[src/rtl/isqrt_pkg.sv]
// shared types and constants for the integer square root block
package isqrt_pkg;

	// default radicand width and fixed root port width
	localparam int DEF_RADICAND_BITS = 64;
	localparam int ROOT_BITS         = 32;

	// sequencer states
	typedef enum logic {
		ST_IDLE,
		ST_RUN
	} state_t;

	// per-cycle control broadcast to the cell row and the remainder unit
	typedef struct packed {
		logic load;
		logic shift;
	} cell_ctrl_t;

endpackage

[src/rtl/isqrt_cell.sv]
// one cell of the row: holds a radicand bit pair and one root bit
module isqrt_cell (
	input  logic                 clk,
	input  isqrt_pkg::cell_ctrl_t ctrl,
	input  logic [1:0]           load_pair,
	input  logic [1:0]           pair_in,
	input  logic                 root_in,
	output logic [1:0]           pair_out,
	output logic                 root_out
);
	import isqrt_pkg::*;

	logic [1:0] pair_q;
	logic       root_q;

	// load a new radicand pair or take data from the lower neighbor
	always_ff @(posedge clk) begin
		if (ctrl.load) begin
			pair_q <= load_pair;
			root_q <= 1'b0;
		end else if (ctrl.shift) begin
			pair_q <= pair_in;
			root_q <= root_in;
		end
	end

	assign pair_out = pair_q;
	assign root_out = root_q;

endmodule

[src/rtl/isqrt_rem.sv]
// remainder unit: brings down a bit pair and decides one root bit
module isqrt_rem #(
	parameter int PAIRS = 32
) (
	input  logic                  clk,
	input  isqrt_pkg::cell_ctrl_t ctrl,
	input  logic [1:0]            pair,
	input  logic [PAIRS-1:0]      root_part,
	output logic                  root_bit
);
	import isqrt_pkg::*;

	localparam int REM_W = PAIRS + 1;
	localparam int EXT_W = PAIRS + 3;

	logic [REM_W-1:0] rem_q;
	logic [EXT_W-1:0] shifted;
	logic [EXT_W-1:0] trial;
	logic [EXT_W-1:0] diff;

	// trial subtract of (4*root + 1) from the shifted remainder
	always_comb begin
		shifted  = {rem_q, pair};
		trial    = {1'b0, root_part, 2'b01};
		diff     = shifted - trial;
		root_bit = (shifted >= trial);
	end

	// remainder register, cleared on a new transaction
	always_ff @(posedge clk) begin
		if (ctrl.load) begin
			rem_q <= '0;
		end else if (ctrl.shift) begin
			if (root_bit) begin
				rem_q <= diff[REM_W-1:0];
			end else begin
				rem_q <= shifted[REM_W-1:0];
			end
		end
	end

endmodule

[src/rtl/integer_square_root.sv]
// integer square root top level: sequencer, cell row and output register
//
// Floor square root of an unsigned radicand, restoring method in radix 2.
// Input channel: in_valid / in_stall carry one radicand per transaction;
// only the low RADICAND_BITS bits are used, higher bits are ignored.
// Output channel: out_valid / out_stall carry one root per transaction.
// A row of PAIRS = (RADICAND_BITS+1)/2 cells holds the radicand bit pairs
// and the root bits; each cycle the row shifts by one cell while the
// remainder unit produces one root bit, except while the last step is
// held for a stalled output. One transaction is in work at a time: the
// result is registered at the last step and a new radicand is taken in
// the cycle after, when the sequencer is idle again.
// The output register lets a new radicand enter while the previous root
// still waits; if the receiver stalls, the last step of the next item is
// held until the output register is free, and in_stall stays high.
// Reset clears the sequencer and the output valid; in_stall is low after
// reset.
module integer_square_root #(
	parameter int RADICAND_BITS = isqrt_pkg::DEF_RADICAND_BITS
) (
	input  logic                           clk,
	input  logic                           arst_n,
	input  logic                           in_valid,
	output logic                           in_stall,
	input  logic [63:0]                    radicand,
	output logic                           out_valid,
	input  logic                           out_stall,
	output logic [isqrt_pkg::ROOT_BITS-1:0] root
);
	import isqrt_pkg::*;

	localparam int PAIRS = (RADICAND_BITS + 1) / 2;
	localparam int PAD_W = 2 * PAIRS;
	localparam int CNT_W = $clog2(PAIRS + 1);

	state_t           state_q, state_d;
	logic [CNT_W-1:0] cnt_q;
	logic             out_valid_q;
	logic [PAIRS-1:0] root_res_q;

	logic             accept;
	logic             out_free;
	logic             last;
	logic             finish;
	cell_ctrl_t       ctrl;
	logic [PAD_W-1:0] x_pad;
	logic [1:0]       pair_w [PAIRS];
	logic [PAIRS-1:0] root_vec;
	logic             new_bit;
	logic [PAIRS:0]   root_ext;

	// radicand masked to the configured width and padded to whole pairs
	assign x_pad = PAD_W'(radicand[RADICAND_BITS-1:0]);

	// handshake and step control
	always_comb begin
		in_stall   = (state_q != ST_IDLE);
		accept     = in_valid && !in_stall;
		out_free   = !out_valid_q || !out_stall;
		last       = (cnt_q == '0);
		ctrl.load  = accept;
		ctrl.shift = (state_q == ST_RUN) && (!last || out_free);
		finish     = (state_q == ST_RUN) && last && out_free;
	end

	// next state
	always_comb begin
		state_d = state_q;
		unique case (state_q)
			ST_IDLE: begin
				if (accept) begin
					state_d = ST_RUN;
				end
			end
			ST_RUN: begin
				if (finish) begin
					state_d = ST_IDLE;
				end
			end
			default: state_d = ST_IDLE;
		endcase
	end

	// state register and step counter
	always_ff @(posedge clk or negedge arst_n) begin
		if (!arst_n) begin
			state_q <= ST_IDLE;
			cnt_q   <= '0;
		end else begin
			state_q <= state_d;
			if (accept) begin
				cnt_q <= CNT_W'(PAIRS - 1);
			end else if (ctrl.shift && !last) begin
				cnt_q <= cnt_q - CNT_W'(1);
			end
		end
	end

	// row of cells, pairs move toward the top, root bits enter at cell 0
	for (genvar i = 0; i < PAIRS; i++) begin : g_cell
		logic [1:0] pair_in_w;
		logic       root_in_w;

		if (i == 0) begin : g_first
			assign pair_in_w = 2'b00;
			assign root_in_w = new_bit;
		end else begin : g_next
			assign pair_in_w = pair_w[i-1];
			assign root_in_w = root_vec[i-1];
		end

		isqrt_cell u_cell (
			.clk       (clk),
			.ctrl      (ctrl),
			.load_pair (x_pad[2*i +: 2]),
			.pair_in   (pair_in_w),
			.root_in   (root_in_w),
			.pair_out  (pair_w[i]),
			.root_out  (root_vec[i])
		);
	end

	// remainder unit fed from the top cell
	isqrt_rem #(
		.PAIRS (PAIRS)
	) u_rem (
		.clk       (clk),
		.ctrl      (ctrl),
		.pair      (pair_w[PAIRS-1]),
		.root_part (root_vec),
		.root_bit  (new_bit)
	);

	// complete root including the bit decided in the final step
	assign root_ext = {root_vec, new_bit};

	// output register
	always_ff @(posedge clk or negedge arst_n) begin
		if (!arst_n) begin
			out_valid_q <= 1'b0;
		end else if (finish) begin
			out_valid_q <= 1'b1;
		end else if (!out_stall) begin
			out_valid_q <= 1'b0;
		end
	end

	always_ff @(posedge clk) begin
		if (finish) begin
			root_res_q <= root_ext[PAIRS-1:0];
		end
	end

	assign out_valid = out_valid_q;
	assign root      = ROOT_BITS'(root_res_q);

endmodule
[config.mk]
export PLATFORM = sky130hd
export DESIGN_NAME = integer_square_root
export DESIGN_NICKNAME = d
export VERILOG_FILES = /design/src/rtl/isqrt_pkg.sv /design/src/rtl/isqrt_cell.sv /design/src/rtl/isqrt_rem.sv /design/src/rtl/integer_square_root.sv
export SDC_FILE = /design/constraint.sdc
export NUM_CORES = 1
export LEC_CHECK = 0
export ABC_AREA = 0
export BUFFER_PORTS_ARGS = -buffer_cell sky130_fd_sc_hd__buf_2
export CORE_MARGIN = 1.5
export CORE_UTILIZATION = 35
export DETAILED_ROUTE_END_ITERATION = 8
export GPL_TIMING_DRIVEN = 0
export SYNTH_ARGS = -nofsm -noshare
export SYNTH_HDL_FRONTEND = slang
export SYNTH_SLANG_ARGS = --single-unit
export TNS_END_PERCENT = 20
[constraint.sdc]
create_clock -name clk -period 3.1 [get_ports clk]
set_clock_uncertainty 0.2 [all_clocks]
set_input_delay 0.62 -clock clk [delete_from_list [all_inputs] [get_ports clk]]
set_output_delay 0.62 -clock clk [all_outputs]
set_load 0.005 [all_outputs]
==> results of run 1 <==
-- where the power goes --
part           total [mW]  switching (mW)  internal [mW]
Sequential           4.24           0.665           3.58
Clock                2.19            1.09           1.10
Combinational        8.78            4.74           4.04
Total                15.2            6.50           8.72
-- flip-flops by register name, indices dropped and copies added (netlist names) --
name	cells
g_cell.u_cell.pair_out	64
u_rem.rem_q	33
g_cell.u_cell.root_out	32
root	32
cnt_q	6
in_stall	1
out_valid	1
-- through the flow --
stage / power (mW) / setup slack, ps
after CTS: 14.14 / -22.24
after global routing: 16.31 / -86.88
after global placement: 11.05 / -1230
after floorplan: 9.421 / -93.08
final: 15.22 / 63.49
after detailed placement: 11.17 / -613.6
-- area by class of cell --
cell class | count | share of cell area [%]
buffer | 44 | 1.916
clock buffer | 17 | 3.900
clock inverter | 15 | 1.721
inverter | 46 | 1.606
multi-input combinational | 692 | 39.64
sequential | 169 | 40.63
tap | 324 | 3.716
timing repair buffer | 126 | 6.871
-- path summary, 6_finish.rpt --
| path | startpoint | endpoint | slack (ps) | cells past startpoint |
|---|---|---|---|---|
| setup / recovery | u_rem.rem_q[18]$_SDFFE_PP0P_ | u_rem.rem_q[29]$_SDFFE_PP0P_ | 60 | 10 |
| hold / removal | radicand[12] | g_cell[6].u_cell.pair_out[0]$_DFFE_PP_ | 230 | 3 |
| setup reg to reg | u_rem.rem_q[18]$_SDFFE_PP0P_ | u_rem.rem_q[29]$_SDFFE_PP0P_ | 60 | 10 |
| hold reg to reg | g_cell[5].u_cell.root_out$_SDFFE_PP0P_ | root[6]$_DFFE_PP_ | 260 | 0 |
| max in group asynchronous | arst_n | in_stall$_DFF_PN0_ | 2190 | 2 |
| min in group asynchronous | arst_n | cnt_q[4]$_DFFE_PN0P_ | 340 | 2 |
-- layout by cell type, fill, tap and decap left out, types with 6 or more instances in the layout --
cell       count
nand2_1      319
xor2_1        14
dfxtp_1       41
inv_1         39
edfxtp_1      96
nor3_1         7
a21o_1        18
dfxtp_4        7
xnor2_1        9
nand4_1       20
a21oi_1       64
o21ai_0       15
o221ai_1       7
ha_4          20
buf_2        101
nand3_1       22
clkbuf_1      27
dfxtp_2       17
nor2_1        27
buf_4         20
clkbuf_2       8
dfrtp_1        8
o211ai_1      14
ha_1          14
clkbuf_16     18
a221o_1       12
inv_2          6
-- timing repair --
action	in CTS	in global routing
gates cloned	0	1
resized for setup	67	78
hold buffers	1	0
buffers inserted	13	8
hold endpoints to repair	8	0
pin swaps	9	35
endpoints found under the setup margin	99	109
-- logic make-up after synthesis --
logic type | share of synthesized area (%)
AO/OA/AOI/OAI | 15.04
flip-flops | 50.87
buffers and inverters | 4.500
adder cells (fa/ha/maj) | 5.081
AND/OR/NAND/NOR | 22.17
XOR/XNOR | 2.337
-- layer usage --
metal  global-route usage, %  routed length [µm]
met1                   25.51               11060
met2                   30.22               11090
met4                   5.905                 406
met5                       0                   0
met3                   3.714                1300
-- critical path, stage by stage, from the launching register on --
cell,delay (ps)
dfxtp_4,370
ha_4,240
a21o_1,150
a21o_1,170
a221o_1,350
a221o_1,420
nor4_4,170
buf_4,180
nor3_2,40
or4b_1,540
o221ai_2,160
==> summary.md, run 1 <==
| Metric | Value |
|---|---|
| Mapped Cells | 961 |
| Period minus WS final | 3037 ps |
| Share of cells above drive strength 1 | 23.62% |
| Cell Count, Final, Fillers Out | 1433 |
| Most frequent cells after synthesis | nand2_1, edfxtp_1, a21oi_1, dfxtp_1, inv_1 |
| Mapped Nets | 1064 |
| CTS HTree Levels | 4 |
| Largest net degree at the start of global routing | 45 |
| Multi-input gate area in the final layout | 4324 µm² |
| Die W | 159.9 µm |
| Drt wl/cell | 16.65 µm |
| Number of antenna violations at the first check in global routing | 0 |
| Type of the worst setup path | flop to flop |
| Number of hold violations in the final report | 0 |
| CTS root buf | clkbuf_16 |
| Synth area leader | edfxtp_1 |
| Via count | 7392 |
| Critical path data required time | 3280 ps |
| Post-Syn Area | 8618 µm² |
| CTS tree | built |
| Setup TNS | 0 ps |
| RSZ-0062 raised after global routing | yes |
| Slew @ Worst Pin | 802.8 ps |
| CTS Buf Count | 17 |
| Placement Cell Area | 9588 µm² |
| Final nets | 1199 |
| CTS Buffer Depth | 2 |
| Max cap viols | 0 |
| Hold_ws | 226.6 ps |
| Hpwl dp | 16410 µm |
| # DRC | 0 |
| Post-synth cell types | 61 |
| Diodes inserted | 0 |
| Avg Synthesized Cell Area | 8.968 µm² |
| Slew margin rel. | 45.78% |
| Critical Path End Type | flop |
| Dominant synthesized flop cell | edfxtp_1 |
| Crit path launch type | flop |
| Drt pass-1 iters | 6 |
| F_max | 329.3 MHz |
| Area growth syn-to-layout | 26.57% |
| Synth area leaders | edfxtp_1, dfxtp_1, nand2_1 |
| Ys async rst share | 4.734% |
| Yosys top cell area share | 33.45% |
| Final Max Tran Viols | 0 |
| Final instance area | 10910 µm² |
| Final period utilization | 97.95% |
| Final setup fails | 0 |
| Fill cells | 2356 |
| Later-pin clock latency in the skew report | 450 ps |
| Top-count cell post-synth | nand2_1 |
| Final antenna-violating net count | 0 |
| Number of vias per cell | 5.158 |
| Sequential area share after synthesis | 50.87% |
| I/O Buffers | 101 |
| Static Leak | 4.750 nW |
| Register area | 4432 µm² |
| Sink Count | 169 |
| Vias in the first global route | 6989 |
| GRT Total Usage | 18.80% |
| Dpl cells | 1388 |
| Maximum vdd drop | 0.5460 mV |
| Status | finished, final reports clean |
| Ports | 102 |
| First-pass GRT wire length | 37530 µm |
| Worst Path Max Fanout | 5 |
| Iter 0 DRT Violations | 462 |
| Core ar. | 24250 µm² |
| Routed WL | 23850 µm |
| Routability cong. | 0.8837 |
| Total grt overflow | 0 |
| EDFF count, synth | 96 |
| Die H | 159.9 µm |
| Crit path DAT | 3220 ps |
| Synth Register Bits | 169 |
| Reg clk slew, reported paths | 80 ps |
| Initial Util | 35.54% |
| Die area | 25570 µm² |
| P per Cell Area | 1395 nW/µm² |
| Hold Path Class | primary input to flop |
| Final core utilization | 44.98% |
| Row count | 57 |
| Yosys warning total | 0 |
No activity file was read; power rests on OpenSTA's default activity.
==> run 2, diff against run 1 <==
- CORE_UTILIZATION: 35 -> 45
- PLACE_DENSITY: not set -> 0.67
==> summary.md, run 2 (synthesis gave the netlist of run 1 again) <==
| Metric | Value |
|---|---|
| Status | finished, final reports clean |
| # DRC | 0 |
| Maximum vdd drop | 0.6189 mV |
| Hold Path Class | primary input to flop |
| Largest net degree at the start of global routing | 39 |
| Iter 0 DRT Violations | 577 |
| Most common cell after layout, fill and taps aside | nand2_1 |
| Type of the worst setup path | flop to flop |
| Crit path DAT | 3170 ps |
| Worst Path Max Fanout | 10 |
| First-pass GRT wire length | 36020 µm |
| Reg clk slew, reported paths | 70 ps |
| Share of cells above drive strength 1 | 22.27% |
| Initial Util | 45.92% |
| CTS HTree Levels | 4 |
| Drt wl/cell | 17.00 µm |
| Vias in the first global route | 7081 |
| F_max | 327.9 MHz |
| Routability cong. | 0.9203 |
| Final antenna-violating net count | 0 |
| Largest register FFs | 64 |
| Drt pass-1 iters | 5 |
| CTS Buf Count | 17 |
| Final setup fails | 0 |
| Total grt overflow | 0 |
| Slew margin rel. | 56.12% |
| Static Leak | 4.725 nW |
| Setup TNS | 0 ps |
| Routed WL | 22830 µm |
| Die area | 19990 µm² |
| Area growth syn-to-layout | 23.91% |
| Die W | 141.4 µm |
| GRT Total Usage | 23.16% |
| Hold_ws | 231.2 ps |
| Sink Count | 169 |
| CTS tree | built |
| Number of antenna violations at the first check in global routing | 0 |
| Critical path data required time | 3220 ps |
| I/O Buffers | 101 |
| CTS Buffer Depth | 2 |
| Die H | 141.4 µm |
| Max cap viols | 0 |
| RSZ-0062 raised after global routing | yes |
| Ports | 102 |
| Fill cells | 1667 |
| Period minus WS final | 3050 ps |
| Crit path launch type | flop |
| Final core utilization | 56.90% |
| Later-pin clock latency in the skew report | 440 ps |
| Hpwl dp | 15720 µm |
| Tot Pwr | 14.78 mW |
| Final Max Tran Viols | 0 |
| Core ar. | 18770 µm² |
| Row count | 50 |
| Setup slack, reg-to-reg | 50 ps |
| Final nets | 1199 |
| Slew @ Worst Pin | 649.6 ps |
| Diodes inserted | 0 |
| Via count | 7457 |
| CTS root buf | clkbuf_16 |
| Number of hold violations in the final report | 0 |
| P per Cell Area | 1384 nW/µm² |
| Final period utilization | 98.38% |
| Critical Path End Type | flop |
| Commonest cells after routing, fill and taps aside | nand2_1, buf_2, edfxtp_1 |
| Number of vias per cell | 5.552 |
==> run 2: cell count changes in the layout (fill, tap and decap cells not counted), sizes merged <==
| cell | delta |
|---|---|
| inv | +1 |
| clkbuf | +1 |
| clkinv | -2 |
==> run 2: final timing paths <==
check / depth (start not counted) / start / endpoint
worst max-delay path: 13 / g_cell[0].u_cell.root_out$_SDFFE_PP0P_ / u_rem.rem_q[3]$_SDFFE_PP0P_
worst min-delay path: 3 / radicand[50] / g_cell[25].u_cell.pair_out[0]$_DFFE_PP_
worst max register to register: 13 / g_cell[0].u_cell.root_out$_SDFFE_PP0P_ / u_rem.rem_q[3]$_SDFFE_PP0P_
worst min register to register: 0 / g_cell[17].u_cell.root_out$_SDFFE_PP0P_ / root[18]$_DFFE_PP_
max in group asynchronous: 2 / arst_n / cnt_q[4]$_DFFE_PN0P_
min in group asynchronous: 2 / arst_n / cnt_q[0]$_DFFE_PN0P_
==> run 2: power by group <==
group          internal (mW)  leakage, nW  total [mW]  switching [mW]
logic                   3.84         2.76        8.44            4.60
clock network           1.10        0.287        2.13            1.03
registers               3.56         1.68        4.20           0.643
total                   8.50         4.72        14.8            6.28
==> run 2: repair_timing <==
item                                    in CTS  in global routing
hold buffers                                 1                  0
endpoints found under the setup margin      99                 64
pin swaps                                    9                 21
setup buffers                               12                  9
hold endpoints to repair                     8                  0
gates resized for setup                     59                 57
==> run 2: metal layers <==
metal / vias up / share of wire, % / GRT usage, %
li1: 3635 / - / -
met1: 3531 / 46 / 31.89
met2: 252 / 45 / 35.73
met3: 39 / 6.4 / 4.927
met4: 0 / 2.7 / 9.387
met5: - / 0 / 0
==> run 2: stage by stage <==
step / setup WS [ps] / cells / instance area (µm²)
after CTS: -19.46 / 1335 / 10380
after floorplan: -93.08 / 961 / 8622
final: 50.27 / 1343 / 10680
after detailed placement: -616.9 / 1298 / 9475
after global routing: -27.82 / 1343 / 10680
after global placement: -1010 / 1296 / 9420
==> run 2: layout make-up <==
| cell class | instances | area (µm²) | share of cell area, % |
|---|---|---|---|
| tap | 234 | 292.8 | 2.742 |
| inverter | 46 | 172.7 | 1.617 |
| sequential | 169 | 4414 | 41.34 |
| multi-input combinational | 692 | 4282 | 40.09 |
| buffer | 45 | 206.4 | 1.933 |
| timing repair buffer | 125 | 720.7 | 6.749 |
| clock buffer | 18 | 439.2 | 4.112 |
| clock inverter | 14 | 151.4 | 1.418 |
==> run 2: critical path, stage by stage (launching register included) <==
cell	delay [ps]
dfxtp_2	370
inv_1	90
ha_4	190
nor3_1	280
o31ai_4	140
o211a_4	260
o2111a_2	300
nor4_4	230
buf_4	170
o21ai_4	70
nand2_2	120
inv_2	60
buf_8	140
a221o_1	320
==> run 3, diff against run 2 <==
- PLACE_DENSITY: 0.67 -> 0.64
- clock period: 3.1 -> 3.33 ns (I/O delays scaled with it)
==> summary.md, run 3 (synthesis gave the netlist of run 1 again) <==
| Metric | Value |
|---|---|
| Number of antenna violations at the first check in global routing | 1 |
| Most common cell after layout, fill and taps aside | nand2_1 |
| Hold_ws | 258.0 ps |
| F_max | 303.9 MHz |
| # DRC | 0 |
| CP delay by family, top | compound AO/OA/AOI/OAI gates |
| Row count | 50 |
| Number of vias per cell | 5.552 |
| Routed WL | 22480 µm |
| Max cap viols | 0 |
| Crit-path cells | inv_1 > ha_1 > nand2_1 > o31ai_4 > o211a_4 > o2111a_2 > nor4_4 > buf_4 > buf_4 > o21a_1 > or4b_1 > o221ai_1 |
| Ports | 102 |
| Worst path buffer plus inverter count | 3 |
| First-pass GRT wire length | 36480 µm |
| Max incr delay on CP | 520 ps |
| CTS Buffer Depth | 2 |
| Die H | 141.4 µm |
| CTS tree | built |
| Final setup fails | 0 |
| Final period utilization | 98.81% |
| Crit path capture | u_rem.rem_q[20]$_SDFFE_PP0P_ |
| Period minus WS final | 3290 ps |
| Largest net degree at the start of global routing | 45 |
| I/O Buffers | 101 |
| Total grt overflow | 0 |
| Reg-to-reg critical path endpoint | u_rem.rem_q[20]$_SDFFE_PP0P_ |
| Worst Path Max Fanout | 6 |
| Tot Pwr | 13.02 mW |
| Crit-path most repeated cell | buf_4 |
| CTS root buf | clkbuf_16 |
| Largest register FFs | 64 |
| Slew @ Worst Pin | 696.8 ps |
| Critical Path Start | g_cell[1].u_cell.root_out$_SDFFE_PP0P_ |
| Later-pin clock latency in the skew report | 440 ps |
| Critical path's slowest cell | or4b_1 |
| CTS HTree Levels | 4 |
| Crit path depth | 12 |
| Share of cells above drive strength 1 | 17.37% |
| Critical Path End Type | flop |
| RSZ-0062 raised after global routing | yes |
| Final nets | 1184 |
| Crit path launch type | flop |
| Final worst slack | 39.61 ps |
| Initial Util | 45.92% |
| Commonest cells after routing, fill and taps aside | nand2_1, buf_2, edfxtp_1 |
| Reg-to-reg startpoint | g_cell[1].u_cell.root_out$_SDFFE_PP0P_ |
| Register area | 4397 µm² |
| Vias in the first global route | 7062 |
| Final core utilization | 54.74% |
| Iter 0 DRT Violations | 498 |
| Final antenna-violating net count | 0 |
| Die W | 141.4 µm |
| CTS Buf Count | 17 |
| Drt pass-1 iters | 7 |
| FF-to-FF path depth | 12 |
| Critical path data required time | 3480 ps |
| Hpwl dp | 15970 µm |
| GRT Total Usage | 23.41% |
| Setup slack, reg-to-reg | 40 ps |
| Reg clk slew, reported paths | 70 ps |
| Type of the worst setup path | flop to flop |
| Maximum vdd drop | 0.5262 mV |
| Cell Count, Final, Fillers Out | 1328 |
| Final Max Tran Viols | 0 |
| Routability cong. | 0.9072 |
| Number of hold violations in the final report | 0 |
| Area growth syn-to-layout | 19.21% |
| Multi-input gate area in the final layout | 4039 µm² |
| Crit path DAT | 3440 ps |
| Slew margin rel. | 53.54% |
| Dpl cells | 1298 |
| Fill cells | 1723 |
| Via count | 7373 |
| Diodes inserted | 0 |
| P per Cell Area | 1267 nW/µm² |
| Hold Path Class | flop to flop |
| Static Leak | 4.599 nW |
| Core ar. | 18770 µm² |
| Die area | 19990 µm² |
| Status | finished, final reports clean |
| Pre-CTS WS | -368.8 ps |
| Drt wl/cell | 16.92 µm |
| Sink Count | 169 |
[run 3: worst register-to-register path, delay by kind of cell (launching register included)]
family / cells / cell delay (ps)
buffers and inverters: 3 / 350
AOI/OAI and AO/OA: 5 / 1230
DFF: 1 / 390
adders and majority gates: 1 / 340
and+or+nand+nor: 3 / 690
[run 3: layout make-up]
class                   count  area share (%)
repair buffers            109           5.846
clock buffers              18           4.177
multi-input cells         692           39.31
inverters                  46           1.681
clock inverters            14           1.522
well taps                 234           2.850
flip-flops and latches    169           42.80
plain buffers              46           1.815
[run 3: worst min-delay path by stage]
stage / start / to / cells after the start
2_1_floorplan: arst_n / cnt_q[0]$_DFFE_PN0P_ / 0
3_3_place_gp: g_cell[31].u_cell.root_out$_SDFFE_PP0P_ / g_cell[31].u_cell.root_out$_SDFFE_PP0P_ / 2
3_5_place_dp: g_cell[31].u_cell.root_out$_SDFFE_PP0P_ / g_cell[31].u_cell.root_out$_SDFFE_PP0P_ / 2
4_1_cts: g_cell[31].u_cell.root_out$_SDFFE_PP0P_ / g_cell[31].u_cell.root_out$_SDFFE_PP0P_ / 2
5_1_grt: g_cell[16].u_cell.root_out$_SDFFE_PP0P_ / root[17]$_DFFE_PP_ / 0
6_report: g_cell[31].u_cell.root_out$_SDFFE_PP0P_ / g_cell[31].u_cell.root_out$_SDFFE_PP0P_ / 2
[run 3: metrics by stage]
| stage | TNS, ps | instance area (µm²) |
|---|---|---|
| 6_report | 0 | 10270 |
| 4_1_cts | 0 | 10180 |
| 3_3_place_gp | -90120 | 9417 |
| 5_1_grt | -1213 | 10270 |
| 2_1_floorplan | 0 | 8618 |
| 3_5_place_dp | -8850 | 9475 |
[run 3: per-layer routing]
| metal | vias to the layer above | global-route usage (%) | routed length [µm] |
|---|---|---|---|
| li1 | 3609 | - | - |
| met1 | 3516 | 32.55 | 10490 |
| met2 | 213 | 36.48 | 10290 |
| met3 | 35 | 4.016 | 1135 |
| met4 | 0 | 9.387 | 560 |
| met5 | - | 0 | 0 |
[run 3: repair_timing]
item	CTS	global route
hold endpoints to repair	8	0
hold buffers	1	0
gates resized for setup	29	24
buffers inserted	5	0
setup endpoints to repair	35	78
pin swaps	4	3
[run 3: power breakdown]
part	leakage [nW]	internal, mW	switching, mW
logic	2.64	3.06	4.10
registers	1.67	3.30	0.565
clock network	0.286	1.07	0.923
